## src/hdl/sacl_ram.sv

```systemverilog
module sacl_ram #(
    parameter int WIDTH = 8,
    parameter int DEPTH = 16,
    localparam int ADDR_W = (DEPTH > 1) ? $clog2(DEPTH) : 1
) (
    input  logic                  aclk,
    input  logic                  we,
    input  logic [ADDR_W-1:0]     waddr,
    input  logic [WIDTH-1:0]      wdata,
    input  logic                  re,
    input  logic [ADDR_W-1:0]     raddr,
    output logic [WIDTH-1:0]      rdata
);

    logic [WIDTH-1:0] mem [DEPTH];
    logic [WIDTH-1:0] rdata_reg;

    always_ff @(posedge aclk) begin
        if (we) begin
            mem[waddr] <= wdata;
        end
        if (re) begin
            rdata_reg <= mem[raddr];
        end
    end

    assign rdata = rdata_reg;

endmodule

```

## config.mk

```make
export PLATFORM = sky130hd
export DESIGN_NAME = sacl_ram
export DESIGN_NICKNAME = d
export VERILOG_FILES = /design/src/hdl/sacl_ram.sv
export SDC_FILE = /design/constraint.sdc
export NUM_CORES = 1
export LEC_CHECK = 0
export BUFFER_PORTS_ARGS = -buffer_cell sky130_fd_sc_hd__buf_4
export CAP_MARGIN = 5
export CORE_MARGIN = 4
export CORE_UTILIZATION = 40
export CTS_BUF_LIST = sky130_fd_sc_hd__clkbuf_8
export DETAILED_ROUTE_END_ITERATION = 8
export PLACE_DENSITY = 0.57
export SYNTH_ARGS = -nofsm -noshare
export SYNTH_HDL_FRONTEND = slang
export SYNTH_SLANG_ARGS = --single-unit
```

## constraint.sdc

```tcl
create_clock -name aclk -period 1.7 [get_ports aclk]
set_input_delay 0.34 -clock aclk [delete_from_list [all_inputs] [get_ports aclk]]
set_output_delay 0.34 -clock aclk [all_outputs]
set_load 0.1 [all_outputs]
```

==> run summary <==
outcome: finished, final reports clean
Area growth, synth to finish: 18.2%
vias in the first global route: 2,575
Worst VDD drop: 0.377 mV
post-route minimum period: 1470 ps
Critical Path Slowest Stage Cell: sky130_fd_sc_hd__mux4_2
site row count: 41
remaining antenna violation count after routing: 0
worst skew pair latency: 430 ps
initial antenna violation count: 0
count of max-cap constraint violations: 0
diode count: 0
Detailed Route WL: 10,400 um
Net Sw Frac: 0.231
Setup Viol. Count Final: 0
master cell of the clock root buffer: sky130_fd_sc_hd__clkbuf_8
number of synthesized register bits: 136
core footprint: 12,700 sq um
longest individual stage delay on the worst path: 460 ps
remaining global-route overflow: 0
global-route usage over all layers: 0.155
cell count after synthesis: 229
portion of the post-synthesis area used by sequential elements: 0.781
power density cells: 1110 nW/um^2
max_slew headroom: 0.474
share of cells above drive strength 1: 0.336
critical path type: reg2reg
largest net degree at the start of global routing: 17
Max Slew Vio Count: 0
portion of the clock cycle consumed by the worst path in the final layout: 0.865
total number of clock tree sinks: 136
category of the worst setup path launch point: flip-flop
part of the total power dissipated in sequential elements: 0.554
clock network fraction of total power: 0.373
via total after detailed routing: 2,463
Post-route DRC: 0
post-cts hold buffer count: 0
Storage cell area: 4080 sq um
count of cells resized by post-cts repair: 0
Total Die Area: 15,000 sq um
routed wire length per instance: 22.1 um
synth warn: 0
cell accounting for the most synthesized area: sky130_fd_sc_hd__edfxtp_1
depth of the CTS H-tree: 4
number of nets produced by synthesis: 248
final setup skew: 11.4 ps
I/O pin count: 27
relative contribution of combinational cells to total power: 0.073
slew at the pin with the worst max-slew slack: 788 ps
buffer depth of the longest clock path: 2
number of flip-flops in the largest register: 128
placed cells: 442
critical-path maximum fanout: 1
DR vias/cell: 5.21
initial cell density of the core: 0.411
die width: 122 um
worst path required time: 1880 ps
count of final hold-check violations: 0
number of setup buffers added after CTS: 0
area of the multi-input gates: 1060 sq um
fillers: 1,106
y dimension of the die: 122 um
leakage power figure: 0.00206 uW
drt pass-1 iters: 4
number of buffers added by the clock tree synthesis step: 17
CP endpoint kind: flip-flop
area fraction of the dominant cell type after synthesis: 0.781
First DRT Iteration DRCs: 264
placer's final routability congestion estimate: 0.751
Net Switching: 1580 uW
Synth area leaders: sky130_fd_sc_hd__edfxtp_1 78%, sky130_fd_sc_hd__mux4_2 7.8%, sky130_fd_sc_hd__mux4_1 7.0%
clock tree from TritonCTS: done
setup slack at placement: -98.5 ps
Synth cell types: 18
first-pass GRT wire length: 16,000 um
Worst EP arrival: 1650 ps
peak clock frequency supported by timing: 680 MHz
RSZ-0062 raised after global routing: no
placed wire-length estimate after detailed placement: 6660 um
type of the tightest min-delay check: in2reg
post-route worst setup slack: 230 ps
critical path cell sequence: mux4_2 -> a22oi_1 -> nand2_1
number of input and output port buffers inserted: 26
post-synthesis average cell area: 22.8 sq um
Nets: 308
clock-pin slew reported for the worst setup and hold paths after clock tree synthesis: 80 ps
synthesized cell area: 5230 sq um
internal power consumption: 5260 uW
Final Instance Count excl. Fillers: 473
cell type report:
cell class	count	area share
Clock inverter	14	0.0245
Sequential cell	136	0.661
Multi-Input combinational cell	83	0.172
Tap cell	172	0.0348
Timing Repair Buffer	51	0.0701
Clock buffer	17	0.0379
layout by cell type, fill, tap and decap left out, drive strengths merged, types with 2 or more instances in the layout:
cell type,netlist,routed
clkinvlp,0,4
nand2,9,9
edfxtp,136,136
nor3,4,4
inv,0,3
clkinv,0,5
nor2,13,13
nand2b,2,2
clkbuf,0,17
nand3b,2,2
bufinv,0,2
mux4,32,32
buf,7,51
a22oi,16,16
layer usage:
layer,vias up,track usage,wire length [um]
met1,1283,0.220,4760
met4,0,0.0728,246
met2,70,0.229,4980
li1,1096,-,-
met3,14,0.0369,451
met5,-,0,0
Yosys cell counts (all sizes together):
master	count
and2	1
nand3	1
edfxtp	136
a22oi	16
nand2b	2
nand2	9
or3b	1
and2b	1
clkdlybuf4s25	3
buf	7
nor2	13
nor3	4
mux4	32
nand3b	2
nor2b	1
critical path, delay by kind of cell (launching register included):
family,cells,cell delay [ps]
flops,1,370
mux,1,460
simple gates,1,80
compound gates,1,310
power by group through the flow:
stage / combinational (uW) / sequential [uW] / clock (uW)
3_3_place_gp: 504 / 3860 / 0
3_5_place_dp: 510 / 3870 / 0
2_1_floorplan: 191 / 3980 / 0
5_1_grt: 542 / 3800 / 2750
6_report: 502 / 3790 / 2550
4_1_cts: 511 / 3790 / 2610
kinds of logic after synthesis:
kind of cell    share of synthesized area
mux                                 0.148
compound gates                     0.0230
flops                               0.781
buf+inv                            0.0165
simple gates                       0.0314
worst paths after layout:
kind | from | to | slack, ps | cells after the start
worst max-delay path | mem[3][4] | rdata[4] | 230 | 3
worst min register to register | mem[15][4] | rdata[4] | 740 | 3
worst max register to register | mem[3][4] | rdata[4] | 230 | 3
worst min-delay path | re | rdata[6] | 200 | 1
through the flow:
stage | util | hold slack [ps] | power [uW] | area [sq um] | TNS [ps]
detailed placement | 0.455 | 642 | 4380 | 5790 | -665
finish | 0.486 | 198 | 6840 | 6180 | 0
global route | 0.486 | 172 | 7090 | 6180 | 0
floorplan | - | 439 | 4170 | 5230 | 0
CTS | 0.486 | 167 | 6910 | 6180 | 0
global placement | 0.455 | 635 | 4370 | 5790 | -612
Note: power is estimated with default switching activity, not from simulation.
